### src/rtl/core/cscc_pkg.sv
// ----------------------------------------------------------------------------
// cscc_pkg
// Types and constants shared by the step counter front end, queue and engine.
// ----------------------------------------------------------------------------
package cscc_pkg;

	localparam logic [31:0]  UNKNOWN_MARK = 32'hFFFF_FFFF;
	localparam logic [31:0]  LIMIT_RESET  = 32'd100000;
	// largest value whose 3n+1 still fits in 128 bits
	localparam logic [127:0] SAFE_VALUE   = 128'h5555_5555_5555_5555_5555_5555_5555_5554;
	localparam int           SHIFT_MAX    = 8;
	localparam int           COUNT_W      = 34;

	typedef enum logic {
		OP_WRITE = 1'b0,
		OP_EVAL  = 1'b1
	} op_t;

	typedef struct packed {
		op_t          op;
		logic         trivial;
		logic [15:0]  entry_index;
		logic [31:0]  entry_value;
		logic [127:0] number;
	} item_t;

	typedef enum logic [2:0] {
		ST_IDLE,
		ST_TEST,
		ST_LOOK,
		ST_PEAK,
		ST_SHIFT
	} eng_state_t;

endpackage

### src/rtl/core/cscc_queue.sv
// ----------------------------------------------------------------------------
// cscc_queue
// Two-entry queue between the front end and the engine.
// ----------------------------------------------------------------------------
module cscc_queue (
	input  logic            clk,
	input  logic            arst_n,
	input  logic            push,
	input  cscc_pkg::item_t push_item,
	output logic            full,
	input  logic            pop,
	output logic            valid,
	output cscc_pkg::item_t head
);
	import cscc_pkg::*;

	item_t      slot_q [2];
	logic       wr_ptr_q;
	logic       rd_ptr_q;
	logic [1:0] cnt_q;

	assign full  = (cnt_q == 2'd2);
	assign valid = (cnt_q != 2'd0);
	assign head  = slot_q[rd_ptr_q];

	always_ff @(posedge clk or negedge arst_n) begin
		if (!arst_n) begin
			wr_ptr_q <= 1'b0;
			rd_ptr_q <= 1'b0;
			cnt_q    <= 2'd0;
		end else begin
			if (push) wr_ptr_q <= ~wr_ptr_q;
			if (pop)  rd_ptr_q <= ~rd_ptr_q;
			case ({push, pop})
				2'b10:   cnt_q <= cnt_q + 2'd1;
				2'b01:   cnt_q <= cnt_q - 2'd1;
				default: cnt_q <= cnt_q;
			endcase
		end
	end

	always_ff @(posedge clk) begin
		if (push) slot_q[wr_ptr_q] <= push_item;
	end

endmodule

### config.mk
export PLATFORM = sky130hd
export DESIGN_NAME = cscc_queue
export DESIGN_NICKNAME = d
export VERILOG_FILES = /design/src/rtl/core/cscc_pkg.sv /design/src/rtl/core/cscc_queue.sv
export SDC_FILE = /design/constraint.sdc
export NUM_CORES = 1
export LEC_CHECK = 0
export BUFFER_PORTS_ARGS = -buffer_cell sky130_fd_sc_hd__buf_4
export CAP_MARGIN = 30
export CELL_PAD_IN_SITES_DETAIL_PLACEMENT = 0
export CELL_PAD_IN_SITES_GLOBAL_PLACEMENT = 1
export CORE_AREA = 2 2 158 199
export CTS_CLUSTER_SIZE = 24
export DETAILED_ROUTE_END_ITERATION = 7
export DIE_AREA = 0 0 160 201
export HOLD_SLACK_MARGIN = 0.1
export MAX_ROUTING_LAYER = met4
export PLACE_DENSITY = 0.8
export SYNTH_ARGS = -nofsm -noshare
export SYNTH_HDL_FRONTEND = slang
export SYNTH_SLANG_ARGS = --single-unit
### constraint.sdc
create_clock -name clk -period 9.3 [get_ports clk]
set_input_delay 1.86 -clock clk [delete_from_list [all_inputs] [get_ports clk]]
set_output_delay 1.86 -clock clk [all_outputs]
set_load 0.05 [all_outputs]
==> run_results.csv, run 1 <==
group,metric,value,unit
power,cellLeakagePower,6.862,nW
synthesis,syn_avg_cell_area,23.59,um^2
synthesis,ys_ff_latch,360,
sta,setup_viol,0,
global_routing,top_usage_layer,"met2",
cells_and_area,final_nets,1138,
floorplanning,die_area,32160,um^2
floorplanning,die_y,201,um
clock_tree,insertion_delay,0.50,ns
sta,fin_crit_sh,50.70,%
clock_tree,cts_hold_buf,0,
cells_and_area,syn2layout_area_growth,31.39,%
floorplanning,start_util,44.15,%
worst_setup_path,worstPathRequired,7.44,ns
clock_tree,tritoncts,"done",
floorplanning,num_io_pins,362,
worst_setup_path,worst_path_largest_cell_delay,0.67,ns
worst_hold_path,hold_path_class,"reg2reg",
worst_setup_path,path_class,"reg2out",
global_routing,grt_pass1_wl,38200,um
clock_tree,clk_pin_slew,0.06,ns
worst_setup_path,arrival,2.85,ns
global_routing,use_met3,5.186,%
worst_setup_path,r2r_cells,2,
placed_design,io_buffer_count,361,
worst_setup_path,crit_cells,3,
outcome,status,"finished, final reports clean",
synthesis,synthCells,570,
worst_setup_path,r2r-end,"slot_q[1][67]",
job,cap_violations,0,
power,p_per_area,358.6,nW/um^2
worst_setup_path,timing.critical_path.buf_inv,2,
routing,wl_per_cell,18.83,um
clock_tree,htree_levels,2,
power,ir_drop,537.4,uV
sta,slew_violations,0,
synthesis,ys_warn_count,0,
worst_setup_path,critPathCapture,"head[37]",
placed_design,place_congestion,0.7782,
floorplanning,die_w,160,um
sta,post-route-min-period,4.715,ns
routing,vias,6572,
sta,max-slew-margin-rel,16.12,%
worst_setup_path,cp-startpoint,"rd_ptr_q",
global_routing,grt_usage,16.11,%
worst_setup_path,r2r-start,"wr_ptr_q",
sta,fin_skew,0.01029,ns
global_routing,use_met1,16.66,%
worst_setup_path,cp_max_fo,153,
worst_setup_path,crit_slowest_cell,"dfrtp_4",
power,power.total,6.334,mW
floorplanning,rows,72,
worst_setup_path,crit_family,"buffers and inverters",
clock_tree,clock-sinks,360,
clock_tree,root_buffer,"clkbuf_16",
routing,drt_iter0_markers,302,
synthesis,yosysSeqAreaShare,80.26,%
placed_design,dpl.hpwl,17360,um
worst_setup_path,cp-start-kind,"register",
routing,drc,0,
synthesis,syn_area,13440,um^2
global_routing,grt_antenna_before_repair,3,
worst_setup_path,r2r_slack,7.13,ns
synthesis,synth_cell_types,14,
clock_tree,cts_max_path_buffers,3,
synthesis,syn_nets,753,
routing,firstDrtPassIters,4,
routing,vias_per_cell,4.735,
cells_and_area,drive_above_1_share,60.74,%
global_routing,overflow,0,
global_routing,grt_pass1_vias,6965,
floorplanning,coreArea,30450,um^2
routing,routed_wl,26130,um
routing,ant_nets,0,
clock_tree,cts_setup_buffers,0,
worst_setup_path,path_cells,"buf_12 > mux2_2 > buf_4",
cells_and_area,nFillCells,2357,
sta,fmax,212.1,MHz
global_routing,grt_start_max_net_pins,154,
placed_design,place_area,16600,um^2
worst_setup_path,endpoint_kind,"primary output",
sta,finalHoldViolations,0,
cells_and_area,postLayoutCellArea,17660,um^2
sta,rsz0062_at_grt,"no",
sta,tightestPinTransition,1.258,ns
clock_tree,cts_made_buffers,36,
global_routing,use_met2,28.06,%
clock_tree,cts-resized-gates,0,
sta,setup_tns,0,ns
-- power breakdown --
part	internal [mW]	switching, mW
sequential	2.16	0.0964
clock	0.750	0.555
combinational	0.981	1.80
total	3.89	2.45
-- how the worst min path moves through the flow --
stage                    end  slack [ns]  depth (start not counted)  startpoint
floorplan           cnt_q[1]        0.45                          1    cnt_q[1]
global placement    cnt_q[1]        0.49                          1    cnt_q[1]
detailed placement  cnt_q[1]        0.50                          1    cnt_q[1]
CTS                 cnt_q[1]        0.52                          1    cnt_q[1]
global route        cnt_q[1]        0.52                          1    cnt_q[1]
finish              cnt_q[1]        0.51                          1    cnt_q[1]
-- kinds of logic after synthesis --
logic type / after synthesis / share of synthesized area [%]
mux: 178 / 17.70
buf+inv: 21 / 1.424
xor+xnor: 5 / 0.3258
flops: 360 / 80.26
simple gates: 5 / 0.1955
fa+ha+maj: 1 / 0.09305
-- layer usage --
metal	up-vias	wire [um]
met5	-	0
met3	60	2068
met2	264	13640
li1	3047	-
met4	0	956
met1	3201	9471
-- registers in the layout, indices dropped and copies added, names as in the netlist --
signal    cells
wr_ptr_q      1
rd_ptr_q      1
slot_q      356
cnt_q         2
-- stage by stage --
stage / hold WS [ns] / util [%] / setup WS [ns] / std cells
detailed placement: 0.4981 / 54.52 / 5.230 / 1324
global route: 0.5230 / 58.01 / 4.591 / 1388
global placement: 0.4853 / 54.34 / 5.236 / 1322
finish: 0.5104 / 58.01 / 4.585 / 1388
CTS: 0.5152 / 57.99 / 4.668 / 1385
floorplan: 0.4474 / - / 2.324 / 570
-- layout make-up --
class,count,area (um^2),share of cell area (%)
antenna,3,7.507,0.04250
clock buffer,42,944.7,5.348
clock inverter,19,112.6,0.6375
inverter,1,3.754,0.02125
multi-input combinational,189,2472,14.00
sequential,360,10790,61.11
tap,407,509.2,2.883
timing repair buffer,367,2820,15.97
-- cell usage after synthesis --
| library cell | instances | share of area (%) |
|---|---|---|
| mux2_4 | 100 | 11 |
| edfxtp_1 | 356 | 80 |
| ha_1 | 1 | 0.093 |
| xor2_1 | 3 | 0.20 |
| nor2_1 | 2 | 0.056 |
| xnor2_1 | 2 | 0.13 |
| dfrtp_1 | 4 | 0.74 |
| buf_6 | 14 | 1.2 |
| nor2b_1 | 1 | 0.047 |
| or2_2 | 1 | 0.047 |
| buf_2 | 6 | 0.22 |
| and2_1 | 1 | 0.047 |
| mux2_2 | 78 | 6.5 |
| inv_1 | 1 | 0.028 |
-- placed cells by master, fill, tap and decap left out, types with 2 or more instances in the layout --
cell,count
mux2_4,100
dfrtp_1,3
buf_12,2
mux2_2,78
xnor2_1,2
clkbuf_1,5
clkbuf_16,37
clkinv_2,5
edfxtp_1,356
xor2_1,3
clkinv_1,11
diode_2,3
buf_4,363
buf_16,2
(Power assumes the default switching activity.)
==> inputs of run 2 (changes only) <==
clock period = 4.9 ns   (was 9.3 ns; I/O delays follow)
==> run 2 against run 1 <==
Effect of this change:
- setup slack got worse by 3.3 ns
- critical endpoint is now head[59]
- non-clock buffer count rose by 8
- sequential cell count did not move
- first-iteration DRC count fell by 7.9%
- critical path type unchanged
==> run_results.csv, run 2 (synthesis results as in run 1) <==
group,metric,value,unit
cells_and_area,final_nets,1145,
power,ir_drop,388.9,uV
sta,slew_violations,0,
cells_and_area,drive_above_1_share,61.02,%
sta,rsz0062_at_grt,"no",
routing,vias,6716,
worst_setup_path,path_class,"reg2out",
global_routing,top_usage_layer,"met2",
floorplanning,num_io_pins,362,
worst_setup_path,cp-startpoint,"rd_ptr_q",
placed_design,dpl.hpwl,19070,um
power,p_int,7.513,mW
cells_and_area,largestRegisters,"slot_q x356, cnt_q x2",
power,p_sw,4.685,mW
routing,wl_per_cell,19.72,um
cells_and_area,layout_common_cells,"buf_4 (373), edfxtp_1 (356), mux2_4 (100)",
placed_design,io_buffer_count,361,
sta,fmax,275.5,MHz
routing,routed_wl,27490,um
clock_tree,clock-sinks,360,
cells_and_area,postLayoutCellArea,17750,um^2
clock_tree,tritoncts,"done",
worst_setup_path,cp_max_fo,57,
sta,fin_skew,0.006030,ns
worst_setup_path,arrival,2.65,ns
sta,finalHoldViolations,0,
floorplanning,die_area,32160,um^2
routing,drc,0,
routing,ant_nets,0,
routing,drt_iter0_markers,278,
sta,tightestPinTransition,0.9567,ns
global_routing,grt_usage,17.19,%
worst_hold_path,hold_path_class,"in2async",
worst_setup_path,worstPathRequired,3.92,ns
floorplanning,coreArea,30450,um^2
cells_and_area,syn2layout_area_growth,32.02,%
job,cap_violations,0,
global_routing,use_met2,29.39,%
cells_and_area,largest_reg_flops,356,
sta,fin_crit_sh,74.09,%
sta,max-slew-margin-rel,36.22,%
worst_setup_path,r2r-start,"wr_ptr_q",
clock_tree,clk_pin_slew,0.06,ns
sta,setup_viol,0,
clock_tree,insertion_delay,0.51,ns
sta,setup_tns,0,ns
power,combPwrFrac,42.8,%
cells_and_area,final_common_cell,"buf_4",
power,p_per_area,687.2,nW/um^2
cells_and_area,largest-register,"slot_q",
clock_tree,cts_hold_buf,0,
floorplanning,start_util,44.15,%
global_routing,grt_pass1_vias,7216,
global_routing,use_met1,18.92,%
worst_setup_path,endpoint_kind,"primary output",
clock_tree,cts_max_path_buffers,3,
global_routing,grt_start_max_net_pins,84,
floorplanning,die_w,160,um
routing,vias_per_cell,4.818,
clock_tree,root_buffer,"clkbuf_16",
power,cellLeakagePower,6.917,nW
outcome,status,"finished, final reports clean",
global_routing,grt_pass1_wl,40790,um
placed_design,place_congestion,0.8059,
floorplanning,rows,72,
global_routing,use_met3,4.731,%
power,p_seq_share,35.6,%
clock_tree,htree_levels,2,
worst_setup_path,cp-start-kind,"register",
power,p_sw_share,38.41,%
power,clkPwrFrac,21.6,%
sta,post-route-min-period,3.630,ns
clock_tree,cts_made_buffers,35,
clock_tree,cts-resized-gates,0,
clock_tree,cts_setup_buffers,0,
global_routing,grt_antenna_before_repair,2,
placed_design,place_area,16620,um^2
routing,firstDrtPassIters,6,
global_routing,overflow,0,
floorplanning,die_y,201,um
run 2: cell types whose count changed in the layout (fill, tap and decap cells not counted), sizes merged:
cell / change
buf: +8
bufinv: +3
clkbuf: +4
clkinv: -7
clkinvlp: -1
diode: -1
run 2: stage by stage:
step | hold slack (ns) | setup WS (ns) | std cells | total power [mW] | util (%)
3_3_place_gp | 0.4655 | 1.813 | 1332 | 9.643 | 54.58
4_1_cts | 0.2268 | 1.211 | 1392 | 12.35 | 58.28
5_1_grt | 0.2250 | 1.149 | 1394 | 12.64 | 58.29
3_5_place_dp | 0.4984 | 1.780 | 1332 | 9.697 | 54.58
2_1_floorplan | 0.4474 | 0.8241 | 570 | 8.301 | -
6_report | 0.2576 | 1.270 | 1394 | 12.20 | 58.29
run 2: per-layer routing:
metal | wire (um) | part of all wire (%)
met5 | 0 | 0
met1 | 10070 | 37
met2 | 14350 | 52
met4 | 1094 | 4.0
met3 | 1978 | 7.2
run 2: power groups by stage:
stage	clock (mW)	sequential, mW	combinational [mW]
3_5_place_dp	0	4.41	5.29
5_1_grt	2.83	4.39	5.42
6_report	2.63	4.34	5.23
2_1_floorplan	0	4.29	4.01
4_1_cts	2.71	4.35	5.29
3_3_place_gp	0	4.38	5.26
run 2: final timing paths:
check | cells past startpoint | slack, ns | to
min | 1 | 0.26 | cnt_q[1]
max | 3 | 1.27 | head[59]
max in group asynchronous | 1 | 4.52 | rd_ptr_q
min reg2reg | 1 | 0.50 | cnt_q[1]
min in group clk | 1 | 0.50 | cnt_q[1]
max reg2reg | 2 | 3.01 | slot_q[0][146]
run 2: final cells by class:
type                    instances  area (um^2)
fillers                      2307        12700
flip-flops and latches        360        10790
repair buffers                375         2840
multi-input cells             189         2472
clock buffers                  46        959.7
well taps                     407        509.2
clock inverters                14        165.2
diodes                          2        5.005
inverters                       1        3.754
run 2: critical path: stages (launching register included):
cell and delay, ns:
dfrtp_4 1.05, buf_4 0.50, mux2_4 0.34, buf_4 0.19
