File: config.mk
export PLATFORM = sky130hd
export DESIGN_NAME = cscc_front
export DESIGN_NICKNAME = d
export VERILOG_FILES = /design/src/rtl/core/cscc_pkg.sv /design/src/rtl/core/cscc_front.sv
export SDC_FILE = /design/constraint.sdc
export NUM_CORES = 1
export LEC_CHECK = 0
export BUFFER_PORTS_ARGS = -buffer_cell sky130_fd_sc_hd__buf_2
export CORE_AREA = 2 2 139 141
export CTS_CLUSTER_DIAMETER = 100
export CTS_CLUSTER_SIZE = 40
export DETAILED_ROUTE_END_ITERATION = 7
export DIE_AREA = 0 0 141 143
export PLACE_DENSITY = 0.61
export SLEW_MARGIN = 20
export SYNTH_ARGS = -nofsm -noshare
export SYNTH_HDL_FRONTEND = slang
export SYNTH_SLANG_ARGS = --single-unit
File: constraint.sdc
create_clock -name clk -period 4.82 [get_ports clk]
set_input_delay 0.241 -clock clk [delete_from_list [all_inputs] [get_ports clk]]
set_output_delay 0.241 -clock clk [all_outputs]
set_load 0.02 [all_outputs]
File: src/rtl/core/cscc_pkg.sv
// ----------------------------------------------------------------------------
// cscc_pkg
// Types and constants shared by the step counter front end, queue and engine.
// ----------------------------------------------------------------------------
package cscc_pkg;

	localparam logic [31:0]  UNKNOWN_MARK = 32'hFFFF_FFFF;
	localparam logic [31:0]  LIMIT_RESET  = 32'd100000;
	// largest value whose 3n+1 still fits in 128 bits
	localparam logic [127:0] SAFE_VALUE   = 128'h5555_5555_5555_5555_5555_5555_5555_5554;
	localparam int           SHIFT_MAX    = 8;
	localparam int           COUNT_W      = 34;

	typedef enum logic {
		OP_WRITE = 1'b0,
		OP_EVAL  = 1'b1
	} op_t;

	typedef struct packed {
		op_t          op;
		logic         trivial;
		logic [15:0]  entry_index;
		logic [31:0]  entry_value;
		logic [127:0] number;
	} item_t;

	typedef enum logic [2:0] {
		ST_IDLE,
		ST_TEST,
		ST_LOOK,
		ST_PEAK,
		ST_SHIFT
	} eng_state_t;

endpackage

File: src/rtl/core/cscc_front.sv
// ----------------------------------------------------------------------------
// cscc_front
// Takes commands, classifies them and hands them to the queue.
// ----------------------------------------------------------------------------
module cscc_front (
	input  logic           clk,
	input  logic           arst_n,
	input  logic           start,
	output logic           busy,
	input  logic           req_type,
	input  logic [15:0]    entry_index,
	input  logic [31:0]    entry_value,
	input  logic [63:0]    number_high,
	input  logic [63:0]    number_low,
	input  logic           clearing,
	output logic           push,
	output cscc_pkg::item_t push_item,
	input  logic           q_full
);
	import cscc_pkg::*;

	logic  valid_s1;
	item_t item_s1;
	logic  take;

	assign push      = valid_s1 && !q_full;
	assign busy      = clearing || (valid_s1 && q_full);
	assign take      = start && !busy;
	assign push_item = item_s1;

	always_ff @(posedge clk or negedge arst_n) begin
		if (!arst_n) begin
			valid_s1 <= 1'b0;
		end else if (take) begin
			valid_s1 <= 1'b1;
		end else if (push) begin
			valid_s1 <= 1'b0;
		end
	end

	// zero and one finish at once with no table lookup
	always_ff @(posedge clk) begin
		if (take) begin
			item_s1.op          <= op_t'(req_type);
			item_s1.trivial     <= (number_high == 64'd0) && (number_low[63:1] == 63'd0);
			item_s1.entry_index <= entry_index;
			item_s1.entry_value <= entry_value;
			item_s1.number      <= {number_high, number_low};
		end
	end

endmodule

==> results by group, run 1 <==
Status
  • Status: completed

Final layout
  • Area grow syn2layout: 67.16%
  • Area occupied by multi-input gates: 301.5 um^2
  • Final std cells w/o fill: 967
  • Nets: 902
  • Fin area: 9483 um^2
  • Storage cell area: 5370 um^2
  • Ant diodes: 0
  • Fraction of layout cells with a size suffix above 1: 0.5402
  • Fillcell total: 1551

CTS
  • Sink Count: about 180
  • H-tree levels: 4
  • CTS tree: yes
  • Post-CTS setup buffer count: 0
  • Total CTS buffers: 17
  • Bufs on Longest Clock Path: 2
  • Clk slew on worst S/H paths: 70 ps
  • Worst-Skew Late Latency: roughly 420 ps
  • Root Buffer: clkbuf_16

Timing
  • Final critical-path required period: 1970 ps
  • Period utilization: 0.4088
  • Fmax: 0.5076 GHz
  • Fin Setup TNS: 0 ps
  • Slew HR: 0.2862
  • Pin slew with the least headroom to its limit: 1071 ps
  • Final setup fails: 0
  • Worst hold slack: 19.09 ps
  • Final Max Tran Viols: 0
  • Endpoints failing hold: 0
  • RSZ-0062 raised after global routing: no
  • Fin Clk Skew: 9.881 ps

Worst setup path
  • CP startpoint: valid_s1$_DFFE_PN0P_
  • Setup Crit Path Kind: reg -> reg
  • Crit-path max FO: roughly 180
  • Crit path arrival time: ~2000 ps
  • Crit end category: flop
  • Worst setup SP type: flop
  • Worst EP required: 4850 ps
  • R2R Path Start: valid_s1$_DFFE_PN0P_

Yosys
  • Synth cell types: 13
  • Synth top cells by count: 178 x edfxtp_1, 30 x nor4_1, 8 x nand4_1
  • Seq/Total Area, Yosys: 0.9466
  • Synth top area share: 0.9422
  • Mapped Cells: 227
  • Top-count cell post-synth: edfxtp_1
  • Post-synthesis cell area: between 5000 and 6000 um^2
  • Synth Net Count: ~400
  • Post-synth EDFFs: 178
  • Top cells by area, synth: edfxtp_1 94%, nor4_1 3.3%, nand4_1 0.88%, dfrtp_1 0.44%, or4_1 0.26%
  • Main synth FF type: edfxtp_1
  • Post-synth top area cell: edfxtp_1
  • Warning count from the yosys run: 0
  • FF+latch count, synth: roughly 180
  • Syn Area/Cell: 24.99 um^2
  • Post-synth ARST share: 0.005587

Power and ir drop
  • Part of the power in registers: 0.517
  • Leakage: 3.890 nW
  • Clk pwr share: 0.381
  • Switch share: 0.2353
  • PD cells: 369.8 nW/um^2
  • Worst vdd ir: 217.0 uV
  • Gate power share: 0.102
  • Net load switching power: 825.1 uW
  • Tot Pwr: 3.507 mW
  • Int Power: 2.681 mW

Die
  • CORE AREA: 18580 um^2
  • Row cnt: 50
  • Die Span Y: 143 um
  • # IOs: 362
  • Starting Density: 0.3053
  • Die Width: 141 um
  • Die footprint: between 20000 and 25000 um^2

Placement
  • Placed Area: 7795 um^2
  • PortBufs: 361
  • GPL Wtd Cong: between 0.8 and 0.9
  • Detailed placer's ending HPWL: 12.10 mm
  • Cells after DPL: around 800

Detailed routing
  • Vias: 4207
  • # DRC: 0
  • DRT Pass-1 Iters: 5
  • Routed wire per std cell: between 15 and 20 um
  • Detailed Route Iter0 Violations: between 100 and 150
  • DR vias/cell: 4.351
  • Post-DRT Antenna Nets: 0
  • Drt total wl: 17.17 mm

Global route
  • Vias in the first global route: 4536
  • First-pass GRT wire length: 24.45 mm
  • Tot GR Track Use: 0.1620
  • Largest net degree at the start of global routing: 180
  • Total grt overflow: 0
  • Initial antenna violation count: 0

Flow run
  • Number of max-cap violations: 0

Min path
  • Min-Delay Path Class: in -> reg
  • HP Start: number_high[57]
==> final timing paths <==
kind                                             to  slack, ps  cells past startpoint
hold reg to reg                valid_s1$_DFFE_PN0P_        500                      1
setup / recovery           push_item[170]$_DFFE_PP_       2850                      3
min in group asynchronous      valid_s1$_DFFE_PN0P_        130                      2
setup reg to reg           push_item[170]$_DFFE_PP_       2850                      3
max in group asynchronous      valid_s1$_DFFE_PN0P_       4610                      2
hold / removal             push_item[121]$_DFFE_PP_         20                      1
==> kinds of logic after synthesis <==
| group | share of synthesized area |
|---|---|
| flip-flops | 0.9466 |
| AND/OR/NAND/NOR | 0.05051 |
| AO/OA/AOI/OAI | 0.002205 |
| buffers and inverters | 0.0006610 |
==> final cells by class <==
type                            count  share of cell area
Sequential cell                   179              0.5663
Clock inverter                     15             0.01491
Timing Repair Buffer              474              0.3109
Tap cell                          234             0.03087
Clock buffer                       17             0.04486
Inverter                            1           0.0003958
Multi-Input combinational cell     47             0.03180
==> per-stage QoR <==
step / setup slack [ps] / utilization
floorplan: 1620 / -
global placement: 2937 / 0.4195
detailed placement: 2939 / 0.4195
CTS: 2853 / 0.5071
global route: 2778 / 0.5104
finish: 2850 / 0.5104
==> state kept, by name, summed over array words and instances, names as in the netlist <==
| register | flops |
|---|---|
| push_item | 178 |
| valid_s1 | 1 |
==> power groups by stage <==
stage	registers [mW]	clock network [mW]	logic [mW]
detailed placement	1.85	0	0.287
global placement	1.84	0	0.283
floorplan	1.94	0	0.0326
finish	1.81	1.33	0.359
global route	1.82	1.43	0.382
CTS	1.81	1.37	0.355
==> critical path, cell delays in order (launching register included) <==
cell     delay (ps)
dfrtp_1         380
a21oi_1         190
and2_4          180
buf_12          540
==> what timing repair did <==
item	CTS	global route
resized for setup	0	0
hold endpoints to repair	106	6
hold buffers	106	6
endpoints found under the setup margin	0	0
==> metal layers <==
metal | global-route usage | wire, um | vias up | part of all wire
li1 | - | - | 1955 | -
met3 | 0.06137 | 1414 | 22 | 0.082
met5 | 0 | 0 | - | 0
met1 | 0.1800 | 6504 | 2001 | 0.38
met2 | 0.2891 | 8970 | 229 | 0.52
met4 | 0.05053 | 282 | 0 | 0.016
==> placed cells by master (no fill, tap or decap), types with 2 or more instances in the layout <==
cell type,synthesis,final
edfxtp_1,178,178
nor4_1,30,30
dlygate4sd3_1,0,112
or4_1,2,2
clkbuf_16,0,17
inv_6,0,6
clkinv_2,0,4
nand4_1,8,8
inv_8,0,2
buf_2,0,361
(Power assumes the default switching activity.)
==> run 2, diff against run 1 <==
ABC_AREA = 1   (was default)
CORE_AREA = 2 2 141 143   (was 2 2 139 141)
DIE_AREA = 0 0 143 145   (was 0 0 141 143)
PLACE_DENSITY = 0.58   (was 0.61)
clock period = 2 ns   (was 4.82 ns; I/O delays follow)
==> run 2 against run 1 <==
Worst hold slack better by 340 ps. Maximum frequency up 26%. Sequential power increased by 140%. Total power grew 150%. Synthesized cell count is 38% higher. Highest routed layer unchanged. Sequential cell count is the same. Critical path depth rose by 1. Register-to-register slack worse by 2400 ps. Core utilization up 3.4 points. Wire length grew 4.7%. Combinational power rose to 2.8 times the previous value. Via count up 14%.
==> results by group, run 2 <==
Final layout
  • Fillcell total: 1539
  • Ant diodes: 0
  • Fraction of layout cells with a size suffix above 1: 0.4443
  • Commonest cells after routing, fill and taps aside: 361 x buf_2, 181 x dlygate4sd3_1, 178 x edfxtp_1, 85 x nor2_1, 42 x nand2_1
  • Number of flip-flops in the largest register: 178
  • Area occupied by multi-input gates: 510.5 um^2
  • Storage cell area: 5370 um^2
  • Nets: 1059
  • Area grow syn2layout: 78.03%
  • Most common cell after layout, fill and taps aside: buf_2
  • Final core utilization: 0.5449

CTS
  • Worst-Skew Late Latency: 420 ps
  • CTS tree: yes
  • Total CTS buffers: 17
  • Bufs on Longest Clock Path: 2
  • H-tree levels: 4
  • Post-CTS setup buffer count: 0
  • Clk slew on worst S/H paths: around 70 ps
  • Root Buffer: clkbuf_16
  • Sink Count: 179

Timing
  • Endpoints failing hold: 0
  • Final setup fails: 0
  • Fmax: 0.6404 GHz
  • Pin slew with the least headroom to its limit: slightly above 500 ps
  • RSZ-0062 raised after global routing: no
  • Final worst slack: 438.6 ps
  • Period utilization: 0.7807
  • Final Max Tran Viols: 0
  • Slew HR: 0.6544
  • Final critical-path required period: 1561 ps
  • Fin Clk Skew: roughly 10 ps

Global route
  • Initial antenna violation count: 0
  • Vias in the first global route: 5231
  • Largest net degree at the start of global routing: 94
  • First-pass GRT wire length: 26.81 mm
  • Total grt overflow: 0
  • Tot GR Track Use: 0.1691

Worst setup path
  • Worst setup SP type: flop
  • Crit path arrival time: roughly 1600 ps
  • Crit end category: flop
  • Crit-path max FO: 93
  • Worst EP required: 2050 ps
  • R2R depth: 4
  • Setup Crit Path Kind: reg -> reg

Power and ir drop
  • Clk pwr share: 0.382
  • Leakage: 4.324 nW
  • Switch share: 0.2299
  • Net load switching power: 1.987 mW
  • PD cells: 825.8 nW/um^2
  • Worst vdd ir: about 550 uV
  • Gate power share: 0.114
  • Int Power: between 6 and 7 mW
  • Part of the power in registers: 0.504

Yosys
  • Post-synth EDFFs: around 180
  • Mapped Cells: about 310
  • Main synth FF type: edfxtp_1
  • Post-synth ARST share: 0.005587
  • Syn Area/Cell: 18.72 um^2
  • Post-synthesis cell area: 5878 um^2
  • Warning count from the yosys run: 0
  • FF+latch count, synth: approximately 180
  • Synth Net Count: 496
  • Synth cell types: 6
  • Seq/Total Area, Yosys: 0.9136
  • Top cells by area, synth: edfxtp_1 91%, nor2_1 5.5%, nand2_1 2.8%, dfrtp_1 0.43%, inv_1 0.26%
  • Post-synth top area cell: edfxtp_1
  • Synth top area share: 0.9093
  • Synth top cells by count: 178 x edfxtp_1, 86 x nor2_1, 44 x nand2_1
  • Top-count cell post-synth: edfxtp_1

Min path
  • Worst hold stages: 4
  • Min-Delay Path Class: in -> reg

Die
  • Starting Density: 0.3060
  • CORE AREA: slightly below 20000 um^2
  • Row cnt: slightly above 50
  • Die Width: 143 um
  • Die footprint: a little over 20000 um^2
  • # IOs: 362
  • Die Span Y: between 100 and 150 um

Placement
  • Detailed placer's ending HPWL: around 12 mm
  • Post-Place Worst Slack: 463.5 ps
  • GPL Wtd Cong: roughly 0.77
  • PortBufs: 361

Detailed routing
  • Drt total wl: 17.99 mm
  • Vias: 4812
  • Post-DRT Antenna Nets: 0
  • DRT Pass-1 Iters: 4
  • Routed wire per std cell: 15.58 um
  • Detailed Route Iter0 Violations: 166
  • # DRC: 0
  • DR vias/cell: between 4 and 5

Flow run
  • Number of max-cap violations: 0

Status
  • Status: completed
run 2: changes by cell type after synthesis:
cell | previous run | this run
a21o_1 | 1 | 0
nor4_1 | 30 | 0
a21oi_1 | 1 | 0
nor3_1 | 1 | 0
nor4_2 | 1 | 0
or4_1 | 2 | 0
nand4_1 | 8 | 0
inv_1 | 1 | 4
nor2b_1 | 1 | 0
nor2_1 | 1 | 86
o21ai_0 | 0 | 1
and2_1 | 1 | 0
nand2_1 | 0 | 44
run 2: routing by layer:
metal	vias up	GRT usage	wire length, um
li1	2260	-	-
met2	266	0.3117	9509
met5	-	0	0
met3	39	0.05776	1569
met1	2247	0.1713	6488
met4	0	0.06931	419
run 2: repair_timing:
action,CTS,global route
hold buffers,181,0
endpoints found under the hold margin,179,0
endpoints found under the setup margin,0,0
gates resized for setup,0,0
run 2: through the flow:
step	area (um^2)	hold slack [ps]	setup TNS [ps]	cells	total power [mW]
after floorplan	5896	-195.6	-285820	314	4.753
after global placement	8074	-124.0	0	942	5.121
after detailed placement	8074	-124.2	0	942	5.138
after CTS	10470	360.8	0	1154	8.720
after global routing	10470	368.7	0	1154	8.959
final	10470	359.2	0	1154	8.642
run 2: final timing paths:
path                                      start                        to  slack (ps)
min                                       start   push_item[56]$_DFFE_PP_         360
max in group asynchronous                arst_n      valid_s1$_DFFE_PN0P_        1380
min reg2reg                valid_s1$_DFFE_PN0P_   push_item[56]$_DFFE_PP_         980
max                        valid_s1$_DFFE_PN0P_  push_item[170]$_DFFE_PP_         440
max reg2reg                valid_s1$_DFFE_PN0P_  push_item[170]$_DFFE_PP_         440
min in group asynchronous                arst_n      valid_s1$_DFFE_PN0P_         520
run 2: cell type report:
type | instances | area share
clock buffers | 18 | 0.04101
clock inverters | 13 | 0.01435
inverters | 4 | 0.001435
multi-input cells | 131 | 0.04878
flip-flops and latches | 179 | 0.5132
well taps | 265 | 0.03168
repair buffers | 544 | 0.3496
run 2: cells by family (layout without fill, tap and decap cells):
family / count (synthesis) / in the layout / synth area share
AOI/OAI and AO/OA: 1 / 1 / 0.0008506
and+or+nand+nor: 130 / 130 / 0.08301
buffers and inverters: 4 / 579 / 0.002554
DFF: 179 / 179 / 0.9136
run 2: worst max-delay path, stage by stage (launching register included):
cell     delay [ps]
dfrtp_1         390
nand2_2          90
nand2_4          60
nor2_4          160
buf_12          390
run 2: power by group through the flow:
| stage | clock, mW | sequential (mW) | combinational (mW) |
|---|---|---|---|
| finish | 3.30 | 4.36 | 0.988 |
| global route | 3.53 | 4.37 | 1.06 |
| CTS | 3.38 | 4.35 | 0.985 |
| detailed placement | 0 | 4.44 | 0.702 |
| global placement | 0 | 4.43 | 0.688 |
| floorplan | 0 | 4.65 | 0.104 |
